[src/hdl/bbd_pkg.sv]
// Shared types and constants of the button bank debouncer.
package bbd_pkg;

    // Fixed field widths of the scan and result items, the configuration registers and the APB port.
    localparam int LINE_W    = 8;
    localparam int TICK_IN_W = 32;
    localparam int SETTLE_W  = 32;
    localparam int ACTIVE_W  = 4;
    localparam int APB_AW    = 3;
    localparam int APB_DW    = 32;

    // Configuration reset values.
    localparam logic [SETTLE_W-1:0] SETTLE_RESET = 32'd5;
    localparam logic [ACTIVE_W-1:0] ACTIVE_RESET = 4'd8;

    // Register index, taken from address bit 2.
    typedef enum logic {
        REG_SETTLE = 1'b0,
        REG_ACTIVE = 1'b1
    } reg_idx_t;

    // Per-button phase machine.
    typedef enum logic [2:0] {
        PH_IDLE     = 3'b001,
        PH_PRESSED  = 3'b010,
        PH_RELEASED = 3'b100
    } phase_t;

endpackage

[src/hdl/bbd_if.sv]
// Handshake interfaces for scan items and result items.
interface bbd_scan_if;
    logic                         valid;
    logic                         ready;
    logic [bbd_pkg::LINE_W-1:0]    raw_levels;
    logic [bbd_pkg::TICK_IN_W-1:0] tick_now;

    modport source (output valid, raw_levels, tick_now, input ready);
    modport sink   (input valid, raw_levels, tick_now, output ready);
endinterface

interface bbd_result_if;
    logic                      valid;
    logic                      ready;
    logic [bbd_pkg::LINE_W-1:0] released_mask;
    logic [bbd_pkg::LINE_W-1:0] stable_pressed;

    modport source (output valid, released_mask, stable_pressed, input ready);
    modport sink   (input valid, released_mask, stable_pressed, output ready);
endinterface

[src/hdl/button_bank_debouncer.sv]
// A scan item passes the input register, then the result register; one item per cycle
// unless the output stalls. The path is one tick subtract and compare per button.
// Each button is updated in parallel between the input register and the result register.
// Reset (rst_n low, asynchronous) clears all button state and empties both registers.
// After reset settle_reg is 5 and active_reg is 8; no clearing pass is needed.
module button_bank_debouncer #(
    parameter int NUM_BUTTONS = 8,
    parameter int TICK_WIDTH  = 32
) (
    input  logic                         clk,
    input  logic                         rst_n,
    bbd_scan_if.sink                     scan,
    bbd_result_if.source                 result,
    input  logic                         psel,
    input  logic                         penable,
    input  logic                         pwrite,
    input  logic [bbd_pkg::APB_AW-1:0]   paddr,
    input  logic [bbd_pkg::APB_DW-1:0]   pwdata,
    output logic [bbd_pkg::APB_DW-1:0]   prdata,
    output logic                         pready
);

    localparam int CmpW = (TICK_WIDTH > bbd_pkg::SETTLE_W) ? TICK_WIDTH : bbd_pkg::SETTLE_W;
    localparam int ExtW = (CmpW > bbd_pkg::TICK_IN_W) ? CmpW : bbd_pkg::TICK_IN_W;
    localparam logic [bbd_pkg::ACTIVE_W-1:0] NumBtn = bbd_pkg::ACTIVE_W'(NUM_BUTTONS);

    // Configuration registers.
    logic [bbd_pkg::SETTLE_W-1:0] settle_reg;
    logic [bbd_pkg::ACTIVE_W-1:0] active_reg;

    // Input register.
    logic                          in_v_reg;
    logic                          in_v_next;
    logic [bbd_pkg::LINE_W-1:0]    raw_reg;
    logic [bbd_pkg::TICK_IN_W-1:0] tick_reg;

    // Result register.
    logic                          out_v_reg;
    logic                          out_v_next;
    logic [bbd_pkg::LINE_W-1:0]    rel_reg;
    logic [bbd_pkg::LINE_W-1:0]    rel_next;
    logic [bbd_pkg::LINE_W-1:0]    stab_reg;
    logic [bbd_pkg::LINE_W-1:0]    stab_next;

    // Per-button state.
    logic [TICK_WIDTH-1:0]  start_tick_reg  [NUM_BUTTONS];
    logic [TICK_WIDTH-1:0]  start_tick_next [NUM_BUTTONS];
    logic [NUM_BUTTONS-1:0] start_lvl_reg;
    logic [NUM_BUTTONS-1:0] start_lvl_next;
    logic [NUM_BUTTONS-1:0] flag_reg;
    logic [NUM_BUTTONS-1:0] flag_next;
    logic [NUM_BUTTONS-1:0] lvl_reg;
    logic [NUM_BUTTONS-1:0] lvl_next;
    bbd_pkg::phase_t        phase_reg  [NUM_BUTTONS];
    bbd_pkg::phase_t        phase_next [NUM_BUTTONS];

    logic                          fire;
    logic                          in_take;
    logic                          cfg_wr;
    logic [bbd_pkg::ACTIVE_W-1:0]  count;
    logic [ExtW-1:0]               tick_ext;
    logic [TICK_WIDTH-1:0]         now;

    // Handshake: the input register moves on whenever the result register is free.
    assign fire         = in_v_reg && (!out_v_reg || result.ready);
    assign scan.ready   = !in_v_reg || fire;
    assign in_take      = scan.valid && scan.ready;
    assign in_v_next    = in_take ? 1'b1 : (fire ? 1'b0 : in_v_reg);
    assign out_v_next   = fire ? 1'b1 : (result.ready ? 1'b0 : out_v_reg);

    assign result.valid          = out_v_reg;
    assign result.released_mask  = rel_reg;
    assign result.stable_pressed = stab_reg;

    // Configuration port.
    assign pready = 1'b1;
    assign cfg_wr = psel && penable && pwrite;

    always_comb
    begin
        case (bbd_pkg::reg_idx_t'(paddr[2]))
            bbd_pkg::REG_SETTLE: prdata = settle_reg;
            bbd_pkg::REG_ACTIVE: prdata = bbd_pkg::APB_DW'(active_reg);
            default:             prdata = '0;
        endcase
    end

    always_ff @(posedge clk or negedge rst_n)
    begin
        if (!rst_n)
        begin
            settle_reg <= bbd_pkg::SETTLE_RESET;
            active_reg <= bbd_pkg::ACTIVE_RESET;
        end
        else if (cfg_wr)
        begin
            case (bbd_pkg::reg_idx_t'(paddr[2]))
                bbd_pkg::REG_SETTLE: settle_reg <= pwdata;
                bbd_pkg::REG_ACTIVE: active_reg <= pwdata[bbd_pkg::ACTIVE_W-1:0];
                default:             settle_reg <= settle_reg;
            endcase
        end
    end

    // Clamp the active count and fit the tick to the tick width.
    assign count    = (active_reg > NumBtn) ? NumBtn : active_reg;
    assign tick_ext = ExtW'(tick_reg);
    assign now      = tick_ext[TICK_WIDTH-1:0];

    // Per-button update, all buttons side by side.
    always_comb
    begin
        logic                  level;
        logic [TICK_WIDTH-1:0] elapsed;
        logic                  expired;
        logic                  flg;
        logic                  slv;

        start_tick_next = start_tick_reg;
        start_lvl_next  = start_lvl_reg;
        flag_next       = flag_reg;
        lvl_next        = lvl_reg;
        phase_next      = phase_reg;
        rel_next        = '0;
        stab_next       = '0;

        for (int i = 0; i < NUM_BUTTONS; i++)
        begin
            level   = ~raw_reg[i];
            elapsed = now - start_tick_reg[i];
            expired = CmpW'(elapsed) > CmpW'(settle_reg);
            flg     = flag_reg[i];
            slv     = lvl_reg[i];

            if (fire && (bbd_pkg::ACTIVE_W'(i) < count))
            begin
                // Once the window has run out, restart on a change or settle the level.
                if (expired)
                begin
                    if (start_lvl_reg[i] != level)
                    begin
                        start_tick_next[i] = now;
                        start_lvl_next[i]  = level;
                        flg                = 1'b0;
                    end
                    else
                    begin
                        slv = level;
                        flg = 1'b1;
                    end
                end

                // Phase machine; a settled release after a press raises the event.
                if (flg)
                begin
                    if (slv)
                    begin
                        phase_next[i] = bbd_pkg::PH_PRESSED;
                    end
                    else
                    begin
                        rel_next[i]   = (phase_reg[i] == bbd_pkg::PH_PRESSED);
                        phase_next[i] = bbd_pkg::PH_RELEASED;
                    end
                end

                flag_next[i] = flg;
                lvl_next[i]  = slv;
            end

            stab_next[i] = lvl_next[i];
        end
    end

    // Control registers and button state.
    always_ff @(posedge clk or negedge rst_n)
    begin
        if (!rst_n)
        begin
            in_v_reg      <= 1'b0;
            out_v_reg     <= 1'b0;
            start_lvl_reg <= '0;
            flag_reg      <= '0;
            lvl_reg       <= '0;
            for (int i = 0; i < NUM_BUTTONS; i++)
            begin
                start_tick_reg[i] <= '0;
                phase_reg[i]      <= bbd_pkg::PH_IDLE;
            end
        end
        else
        begin
            in_v_reg       <= in_v_next;
            out_v_reg      <= out_v_next;
            start_lvl_reg  <= start_lvl_next;
            flag_reg       <= flag_next;
            lvl_reg        <= lvl_next;
            start_tick_reg <= start_tick_next;
            phase_reg      <= phase_next;
        end
    end

    // Payload registers.
    always_ff @(posedge clk)
    begin
        if (in_take)
        begin
            raw_reg  <= scan.raw_levels;
            tick_reg <= scan.tick_now;
        end
        if (fire)
        begin
            rel_reg  <= rel_next;
            stab_reg <= stab_next;
        end
    end

endmodule

[src/flat_wrapper.sv]
// flat-port wrapper written by rule: the top's interface ports become plain ports
module button_bank_debouncer_flat 
#(
    parameter int NUM_BUTTONS = 8,
    parameter int TICK_WIDTH  = 32
)
  (clk, rst_n, psel, penable, pwrite, paddr, pwdata, prdata, pready, scan_valid, scan_raw_levels, scan_tick_now, scan_ready, result_valid, result_released_mask, result_stable_pressed, result_ready);
  bbd_scan_if scan_i ();
  bbd_result_if result_i ();
  input  logic clk;
  input  logic rst_n;
  input  logic psel;
  input  logic penable;
  input  logic pwrite;
  input  logic [bbd_pkg::APB_AW-1:0] paddr;
  input  logic [bbd_pkg::APB_DW-1:0] pwdata;
  output logic [bbd_pkg::APB_DW-1:0] prdata;
  output logic pready;
  input wire logic [$bits(scan_i.valid)-1:0] scan_valid;
  input wire logic [$bits(scan_i.raw_levels)-1:0] scan_raw_levels;
  input wire logic [$bits(scan_i.tick_now)-1:0] scan_tick_now;
  output wire logic [$bits(scan_i.ready)-1:0] scan_ready;
  output wire logic [$bits(result_i.valid)-1:0] result_valid;
  output wire logic [$bits(result_i.released_mask)-1:0] result_released_mask;
  output wire logic [$bits(result_i.stable_pressed)-1:0] result_stable_pressed;
  input wire logic [$bits(result_i.ready)-1:0] result_ready;
  assign scan_i.valid = scan_valid;
  assign scan_i.raw_levels = scan_raw_levels;
  assign scan_i.tick_now = scan_tick_now;
  assign scan_ready = scan_i.ready;
  assign result_valid = result_i.valid;
  assign result_released_mask = result_i.released_mask;
  assign result_stable_pressed = result_i.stable_pressed;
  assign result_i.ready = result_ready;
  button_bank_debouncer #(.NUM_BUTTONS(NUM_BUTTONS), .TICK_WIDTH(TICK_WIDTH)) u_core (.clk(clk), .rst_n(rst_n), .scan(scan_i), .result(result_i), .psel(psel), .penable(penable), .pwrite(pwrite), .paddr(paddr), .pwdata(pwdata), .prdata(prdata), .pready(pready));
endmodule
[config.mk]
export PLATFORM = sky130hd
export DESIGN_NAME = button_bank_debouncer_flat
export DESIGN_NICKNAME = d
export VERILOG_FILES = /design/src/hdl/bbd_pkg.sv /design/src/hdl/bbd_if.sv /design/src/hdl/button_bank_debouncer.sv /design/src/flat_wrapper.sv
export SDC_FILE = /design/constraint.sdc
export NUM_CORES = 1
export LEC_CHECK = 0
export ABC_AREA = 1
export BUFFER_PORTS_ARGS = -buffer_cell sky130_fd_sc_hd__buf_2
export CORE_ASPECT_RATIO = 1.25
export CORE_MARGIN = 2
export CORE_UTILIZATION = 35
export DETAILED_ROUTE_END_ITERATION = 7
export PLACE_DENSITY = 0.46
export RECOVER_POWER = 100
export SETUP_SLACK_MARGIN = 0.2
export SLEW_MARGIN = 20
export SYNTH_ARGS = -nofsm -noshare
export SYNTH_HDL_FRONTEND = slang
export SYNTH_SLANG_ARGS = --single-unit
[constraint.sdc]
create_clock -name clk -period 8.2 [get_ports clk]
set_input_delay 0.82 -clock clk [delete_from_list [all_inputs] [get_ports clk]]
set_output_delay 0.82 -clock clk [all_outputs]
set_load 0.02 [all_outputs]
**After elaboration in Yosys (flattened, before gate mapping)**

Index checks and enable logic that the tools add are counted.

- Memory bits (read-only): 0
- RAM bits: 0
- Word-level logic and storage cells: 228
- Output and inout bits: 51
- Memories: 0
- Flip-flop bits (word level): 398
- Latch bits: 0

- $add $sub $neg: 8
- Shift operators: 0
- Reductions and logical operators: 44
- Equal/unequal tests: 16
- Order comparisons: 17
- Muxes and demuxes: 70
- Bitwise operators: 25
- Div/mod/pow operators: 0
- Multiply operators: 0

Operator list:

| cell | count |
|---|---|
| $gt A32 B32 Y1 | 8 |
| $sub A32 B32 Y32 | 8 |
| $pmux W32 S2 | 1 |
| $mux W1 | 60 |
| $not A1 Y1 | 25 |
| $eq A3 B2 Y1 const B | 8 |
| $mux W3 | 8 |
| $reduce_and A3 Y1 | 8 |
| $reduce_or A3 Y1 | 8 |
| $reduce_and A2 Y1 | 10 |
| $lt A3 B4 Y1 const A | 4 |
| $logic_and A1 B1 Y1 | 12 |
| $lt A1 B4 Y1 const A | 2 |
| $lt A2 B4 Y1 const A | 2 |
| $ne A1 B1 Y1 | 8 |
| $gt A4 B4 Y1 const B | 1 |
| $mux W4 | 1 |
| $reduce_bool A2 Y1 | 2 |
| $logic_not A1 Y1 | 2 |
| $logic_or A1 B1 Y1 | 2 |

**Longest topological paths before layout**

Gate-level depths: netlist (run 1).

- Word-level depth: 7
- Depth in mapped cells: 28
- Mapped depth without buffers: 28

**Worst setup path before layout (run 1)**

OpenSTA, ideal clock, no wires.

- Path kind: register to register
- Start: reg u_core.tick_reg, in the netlist u_core.now[0]
- End: reg u_core.start_tick_reg[235] (netlist bit)
- Cell stages (with the launch flop): 21
- Data required time: 8.070 ns
- Arrival: 3.740 ns
- Clock period less this slack: 3.871 ns
- Setup time: 0.130 ns
- Slack: 4.329 ns
- Cell sequence: edfxtp_1 -> inv_1 -> ha_1 -> inv_1 -> fa_1 -> nand3_1 -> nand2_1 -> a21oi_1 -> o21ai_1 -> a21boi_0 -> o21ai_1 -> xor2_1 -> ha_1 -> nand2_1 -> nor2_1 -> nand3b_1 -> nor3b_2 -> nand4_1 -> nand4_2 -> clkbuf_1 -> o21ai_1

- Longest elaborated chain between the ends: 3

Ends and longest elaborated chain:

| element | line | RTL |
|---|---|---|
| from (decl) | button_bank_debouncer.sv:35 | `logic [bbd_pkg::TICK_IN_W-1:0] tick_reg;` |
| from (signal assigned) | button_bank_debouncer.sv:209 | `tick_reg <= scan.tick_now;` |
| $sub A32 B32 Y32 | button_bank_debouncer.sv:130 | `elapsed = now - start_tick_reg[i];` |
| $gt A32 B32 Y1 | button_bank_debouncer.sv:131 | `expired = CmpW'(elapsed) > CmpW'(settle_reg);` |
| $reduce_and A3 Y1 (no source line) | n/a |  |
| to (signal assigned) | button_bank_debouncer.sv:198 | `start_tick_reg <= start_tick_next;` |
| to (decl) | button_bank_debouncer.sv:46 | `logic [TICK_WIDTH-1:0] start_tick_reg [NUM_BUTTONS];` |

No other way between the ends.
A chain may end at the register's enable or synchronous reset.

**Final worst setup path (run 1)**

- Start: reg u_core.tick_reg, in the netlist u_core.now[6]
- End: reg u_core.start_tick_reg[46] (netlist bit)

The elaborated chain is that of the path after synthesis.

==> summary.md, run 1 <==
| Metric | Value |
|---|---|
| Run status | `finished, violations left` |
| TritonCTS clock tree | `done` |
| Failing checks | `capacitance limit, slew limit` |
| Min Tclk post-route | `6.74 ns` |
| Post-DP HPWL | `111 mm` |
| Fraction of layout instances using a drive strength above 1 | `0.0482` |
| Post-synth EDFFs | `56` |
| Slew HR | `-1.65` |
| Final period utilization | `0.821` |
| Port Buffers | `129` |
| Initial Util | `0.352` |
| Layout area overhead | `11.3%` |
| Worst hold slack | `0.358 ns` |
| Remaining routing DRC violations | `0` |
| Arr. time, crit path | `7.19 ns` |
| CTS Hold Bufs | `0` |
| Comb pwr share | `0.656` |
| Setup violators final | `0` |
| Mapped Area | `35800 µm²` |
| Max-cap violations | `9` |
| Die W | `290 µm` |
| Number of flip-flops in the largest register | `256` |
| DRT Pass-1 Iters | `5` |
| Synth Warn # | `0` |
| Static Leak | `19.4 nW` |
| Yosys top cell by area | `dfrtp_1` |
| Worst slew pin tran | `3.97 ns` |
| Worst Hold Class | `input pin to flip-flop` |
| Layout Nets | `5755` |
| Total grt overflow | `0` |
| # H-tree levels | `2` |
| Vert. Die Dim | `361 µm` |
| Async S/R FF share, synth | `0.859` |
| CP max FO | `37` |
| Critical Path Source Type | `flip-flop` |
| Crit Path Class | `flip-flop to flip-flop` |
| Core Rows | `131` |
| Iter 0 DRT Violations | `2039` |
| Yosys cell types | `50` |
| Post-CTS Resized | `0` |
| RSZ-0062 raised after global routing | `false` |
| Setup TNS | `0 ns` |
| Met1 usage in global routing | `0.327` |
| Req. time, crit path | `8.66 ns` |
| Sw Ratio | `0.511` |
| Core area | `102000 µm²` |
| DRT antenna net count | `0` |
| Mapped Nets | `5569` |
| Largest net degree at the start of global routing | `67` |
| Vias in the first global route | `33.9k` |
| Int Pwr | `0.00782 W` |
| Met3 usage | `0.0291` |
| Area contributors post-synth | `dfrtp_1 (23%), ha_1 (18%), nand2_1 (12%), inv_1 (7.1%), a21oi_1 (6.8%)` |
| Via count | `33.9k` |
| Power, Total | `0.0160 W` |
| Switching pwr | `0.00816 W` |
| Clk buf depth | `3` |
| Fmax | `0.148 GHz` |
| Worst-path clk slew | `0.06 ns` |
| Initial antenna violation count | `10` |
| VDD IR max | `0.180 mV` |
| Sequential-to-total area share from yosys stat | `0.287` |
| First-pass GRT wire length | `211 mm` |
| Slew Viols, Final | `412` |
| Top cell type's share of synthesized area | `0.232` |
| DIE AREA | `105000 µm²` |
| Gr busiest metal | `met2` |
| All-Layer GR Usage | `0.273` |
| Post-DR wirelength/cell | `22.1 µm` |
| Clock sink count | `398` |
| Clock power share | `0.151` |
| Crit. End Element | `flip-flop` |
| Via density per instance | `5.18` |
| Num CTS Buffers | `50` |
| Top FF cell, synth | `dfrtp_1` |
| Layout Skew | `0.0360 ns` |
| RePlAce Congestion | `0.992` |
| Pwr Density | `401 nW/µm²` |
| Synth Instances | `4975` |
| Final WL | `145 mm` |
| Hold Vio Cnt, Final | `0` |
| Clock Latency Late Sink | `0.64 ns` |
| Met2 Usage GRT | `0.486` |
| Postcts setup bufs | `0` |
| Clock root buffer | `clkbuf_16` |
| IO Count | `133` |
| Seq pwr share | `0.193` |
| Avg Inst Size Synth | `7.19 µm²` |
| Register bit total from synthesis | `398` |
## worst paths after layout
| path | from | to | slack [ns] | cells past startpoint |
|---|---|---|---|---|
| hold / removal | scan_raw_levels[2] | u_core.raw_reg[2] | 0.36 | 1 |
| max in group asynchronous | rst_n | u_core.start_tick_reg[147] | 2.10 | 2 |
| setup / recovery | u_core.now[6] | u_core.start_tick_reg[46] | 1.46 | 22 |
| setup reg to reg | u_core.now[6] | u_core.start_tick_reg[46] | 1.46 | 22 |
| min in group asynchronous | rst_n | u_core.phase_reg[7] | 1.56 | 1 |
| hold reg to reg | u_core.phase_reg[10] | u_core.phase_reg[10] | 0.48 | 2 |
## critical path: stages, from the launching register on
cell       delay, ns
edfxtp_1        0.74
ha_1            0.39
a21oi_1         0.25
nand2_1         0.08
a21oi_1         0.51
inv_1           0.15
nand3_1         0.11
o2111ai_1       0.26
nand2_1         0.16
nand2_1         0.06
nand2_1         0.05
nand2_1         0.05
ha_1            0.29
nand2_1         0.07
nor2_1          0.17
nand2_1         0.11
nor2_1          0.23
nand2_1         0.08
nand2_1         0.27
nand4_1         1.54
buf_4           0.81
nand2_1         0.10
o21ai_0         0.08
## metal layers
layer,vias to the layer above,share of wire
met2,778,0.48
met1,15900,0.42
met5,-,0
met3,278,0.040
met4,0,0.057
li1,16900,-
## final cells by class
class | instances | area [µm²]
Fill cell | 11000 | 61800
Multi-Input combinational cell | 3827 | 22400
Sequential cell | 398 | 10300
Inverter | 682 | 2560
Tap cell | 1330 | 1660
Clock buffer | 67 | 1380
Timing Repair Buffer | 202 | 1100
Clock inverter | 27 | 382
Antenna cell | 4 | 10.0
## power groups by stage
stage | sequential [W] | clock (W) | combinational [W]
6_report | 0.00309 | 0.00241 | 0.0105
5_1_grt | 0.00317 | 0.00255 | 0.0119
4_1_cts | 0.00308 | 0.00248 | 0.0105
3_5_place_dp | 0.00311 | 0 | 0.0105
3_3_place_gp | 0.00310 | 0 | 0.0104
2_1_floorplan | 0.00303 | 0 | 0.00749
## cells in the mapped netlist, types with 4 or more instances
| cell type | count |
|---|---|
| ha_1 | 504 |
| fa_1 | 8 |
| nor3_1 | 55 |
| nand3b_1 | 24 |
| nand3_1 | 167 |
| o2111ai_1 | 4 |
| nor4_1 | 9 |
| buf_6 | 10 |
| o211ai_1 | 19 |
| a21boi_0 | 19 |
| nor2_1 | 437 |
| o21ai_2 | 14 |
| o221ai_1 | 6 |
| nand4_1 | 63 |
| edfxtp_1 | 56 |
| o21ai_1 | 51 |
| inv_1 | 677 |
| clkbuf_1 | 27 |
| o21ai_0 | 435 |
| buf_2 | 16 |
| xnor2_1 | 57 |
| dfstp_2 | 11 |
| xor2_1 | 161 |
| a21oi_1 | 483 |
| o21a_1 | 38 |
| o211a_1 | 5 |
| a31oi_1 | 11 |
| a21o_1 | 21 |
| buf_4 | 15 |
| nor3b_2 | 4 |
| dfrtp_1 | 331 |
| and2_1 | 8 |
| nand2_1 | 1189 |
| o21bai_1 | 11 |
## kinds of logic after synthesis
kind of cell    synth area share
xor+xnor                  0.0534
compound gates             0.170
flops                      0.287
fa+ha+maj                  0.181
other cells             0.000105
simple gates               0.225
buf+inv                   0.0831
## cell usage in the layout, fill, tap and decap left out, drive strengths merged, types with 24 or more instances in the layout
cell and instances:
nand2 1193, inv 682, ha 504, o21ai 502, a21oi 485, nor2 437, dfrtp 331, nand3 167
xor2 161, buf 141, clkbuf 128, nand4 65, nor3 57, xnor2 57, edfxtp 56, o21a 38
nand3b 24
## per-stage QoR
step	area [µm²]	utilization	std cells	setup WS, ns
global placement	38200	0.376	6439	2.30
finish	39800	0.392	6537	1.46
CTS	40000	0.393	6533	2.17
floorplan	35800	-	4975	4.33
detailed placement	38200	0.376	6439	2.20
global route	39800	0.391	6533	1.02
Power figures use the tool's default switching activity.
==> run 2: changes to the inputs <==
--- a/config.mk
+++ b/config.mk
@@ -11,7 +11,7 @@
 export CORE_MARGIN = 2
 export CORE_UTILIZATION = 35
 export DETAILED_ROUTE_END_ITERATION = 7
-export PLACE_DENSITY = 0.46
+export PLACE_DENSITY = 0.48
 export RECOVER_POWER = 100
 export SETUP_SLACK_MARGIN = 0.2
 export SLEW_MARGIN = 20
==> constraint.sdc (replaced) <==
create_clock -name clk -period 5.8 [get_ports clk]
set_input_delay 0.58 -clock clk [delete_from_list [all_inputs] [get_ports clk]]
set_output_delay 0.58 -clock clk [all_outputs]
set_load 0.02 [all_outputs]
==> summary.md, run 2 (synthesis results as in run 1) <==
| Metric | Value |
|---|---|
| Run status | `finished, violations left` |
| Failing checks | `capacitance limit, slew limit` |
| Vert. Die Dim | `361 µm` |
| # H-tree levels | `2` |
| All-Layer GR Usage | `0.266` |
| Gr busiest metal | `met2` |
| Clock root buffer | `clkbuf_16` |
| Reg2reg start | `u_core.now[1]` |
| DRT antenna net count | `0` |
| Int Pwr | `0.0113 W` |
| Fmax | `0.190 GHz` |
| Power, Total | `0.0229 W` |
| Critical path's top delay family | `simple AND/OR/NAND/NOR gates` |
| Slowest CP cell | `edfxtp_1` |
| CP max FO | `20` |
| Req. time, crit path | `6.27 ns` |
| Critical Path Source Type | `flip-flop` |
| First-pass GRT wire length | `206 mm` |
| Worst-path clk slew | `0.07 ns` |
| Via density per instance | `5.18` |
| Iter 0 DRT Violations | `2361` |
| Min Tclk post-route | `5.27 ns` |
| RSZ-0062 raised after global routing | `false` |
| Hold Crit Start | `scan_tick_now[24]` |
| Multi-input gate area | `22500 µm²` |
| Initial Util | `0.352` |
| Max-cap violations | `4` |
| Port Buffers | `129` |
| Clock Latency Late Sink | `0.64 ns` |
| Number of flip-flops in the largest register | `256` |
| Met3 usage | `0.0218` |
| Switching pwr | `0.0116 W` |
| Comb pwr share | `0.655` |
| Arr. time, crit path | `5.74 ns` |
| DP Worst Slack | `0.609 ns` |
| Placed cells | `6469` |
| Total grt overflow | `0` |
| Remaining routing DRC violations | `0` |
| Layout Nets | `5785` |
| Clock power share | `0.153` |
| Worst Hold Class | `input pin to flip-flop` |
| IO Count | `133` |
| Crit Path Class | `flip-flop to flip-flop` |
| Commonest non-fill, non-tap cell in the layout | `nand2_1` |
| Hold Vio Cnt, Final | `0` |
| Postcts setup bufs | `0` |
| Largest net degree at the start of global routing | `131` |
| Num CTS Buffers | `50` |
| Slew HR | `-1.93` |
| Commonest non-fill, non-tap cells in the layout | `nand2_1 (1190), inv_1 (676), ha_1 (504), a21oi_1 (483), o21ai_0 (483)` |
| Crit. End Element | `flip-flop` |
| Post-DP HPWL | `111 mm` |
| Core Rows | `131` |
| Clk buf depth | `3` |
| Sw Ratio | `0.506` |
| FILL cells | `11.0k` |
| Fraction of layout instances using a drive strength above 1 | `0.0552` |
| DIE AREA | `105000 µm²` |
| CTS Hold Bufs | `0` |
| Met2 Usage GRT | `0.456` |
| Hold Crit Depth | `1` |
| Static Leak | `19.7 nW` |
| Post-Layout Cell Count | `6569` |
| TritonCTS clock tree | `done` |
| Vias in the first global route | `33.6k` |
| Post-DR wirelength/cell | `21.6 µm` |
| Seq. cell area | `10300 µm²` |
| Max incr delay on CP | `0.73 ns` |
| Layout Skew | `0.0285 ns` |
| R2r worst-path depth | `25` |
| Most frequent CP cell | `nand2_1` |
| Setup violators final | `0` |
| VDD IR max | `0.283 mV` |
| Slew Viols, Final | `231` |
| Hold path endpoint | `u_core.now[24]` |
| Core area | `102000 µm²` |
| Final period utilization | `0.908` |
| Layout area overhead | `12.4%` |
| Final WL | `142 mm` |
| RePlAce Congestion | `0.940` |
| Worst slew pin tran | `4.40 ns` |
| Via count | `34.0k` |
| Initial antenna violation count | `5` |
| Die W | `290 µm` |
| Seq pwr share | `0.192` |
| Met1 usage in global routing | `0.330` |
| Setup TNS | `0 ns` |
| Clock sink count | `398` |
| R2R Setup Slk | `0.53 ns` |
| DRT Pass-1 Iters | `6` |
| Pwr Density | `569 nW/µm²` |
| Crit path depth | `25` |
| Final worst slack | `0.533 ns` |
| Reg2Reg Capture Point | `u_core.start_tick_reg[116]` |
| CP bufs+invs | `3` |
==> run 2: cell types whose count changed in the layout (fill, tap and decap cells not counted), sizes merged <==
cell / change
clkdlybuf4s25: +1
clkbuf: +2
diode: +2
buf: +25
inv: +2
clkinvlp: -4
clkinv: +5
bufinv: -1
==> run 2: cell type report <==
type / count / area share
inverter: 682 / 0.0638
sequential: 398 / 0.255
clock inverter: 29 / 0.00859
clock buffer: 65 / 0.0364
antenna: 6 / 0.000374
timing repair buffer: 232 / 0.0353
multi-input combinational: 3827 / 0.559
tap: 1330 / 0.0414
==> run 2: routing by layer <==
| metal | routed length, µm | part of all wire |
|---|---|---|
| met5 | 0 | 0 |
| met1 | 61100 | 0.43 |
| met3 | 5190 | 0.037 |
| met2 | 66500 | 0.47 |
| met4 | 9080 | 0.064 |
==> run 2: per-stage QoR <==
step                hold slack, ns  utilization  instance area (µm²)
finish                       0.114        0.396                40200
global route                 0.110        0.395                40200
CTS                        0.00536        0.398                40400
detailed placement           0.467        0.380                38600
global placement             0.463        0.380                38600
floorplan                    0.284            -                35800
==> run 2: power groups by stage <==
stage	clock network [W]	logic [W]	registers, W
2_1_floorplan	0	0.0106	0.00428
3_3_place_gp	0	0.0148	0.00441
3_5_place_dp	0	0.0150	0.00441
4_1_cts	0.00357	0.0150	0.00438
5_1_grt	0.00367	0.0170	0.00451
6_report	0.00349	0.0150	0.00439
==> run 2: how the worst max path moves through the flow <==
stage,end,start,slack (ns)
6_report,u_core.start_tick_reg[116],u_core.now[1],0.53
5_1_grt,u_core.start_tick_reg[141],u_core.now[1],0.14
4_1_cts,u_core.result.released_mask[0],u_core.now[1],0.59
3_5_place_dp,u_core.result.released_mask[0],u_core.now[1],0.61
3_3_place_gp,u_core.result.released_mask[0],u_core.now[1],0.66
2_1_floorplan,u_core.start_tick_reg[235],u_core.now[0],1.93
==> run 2: repair_timing <==
item,in CTS,in global routing
resized for setup,0,1
hold endpoints to repair,0,0
endpoints found under the setup margin,0,1
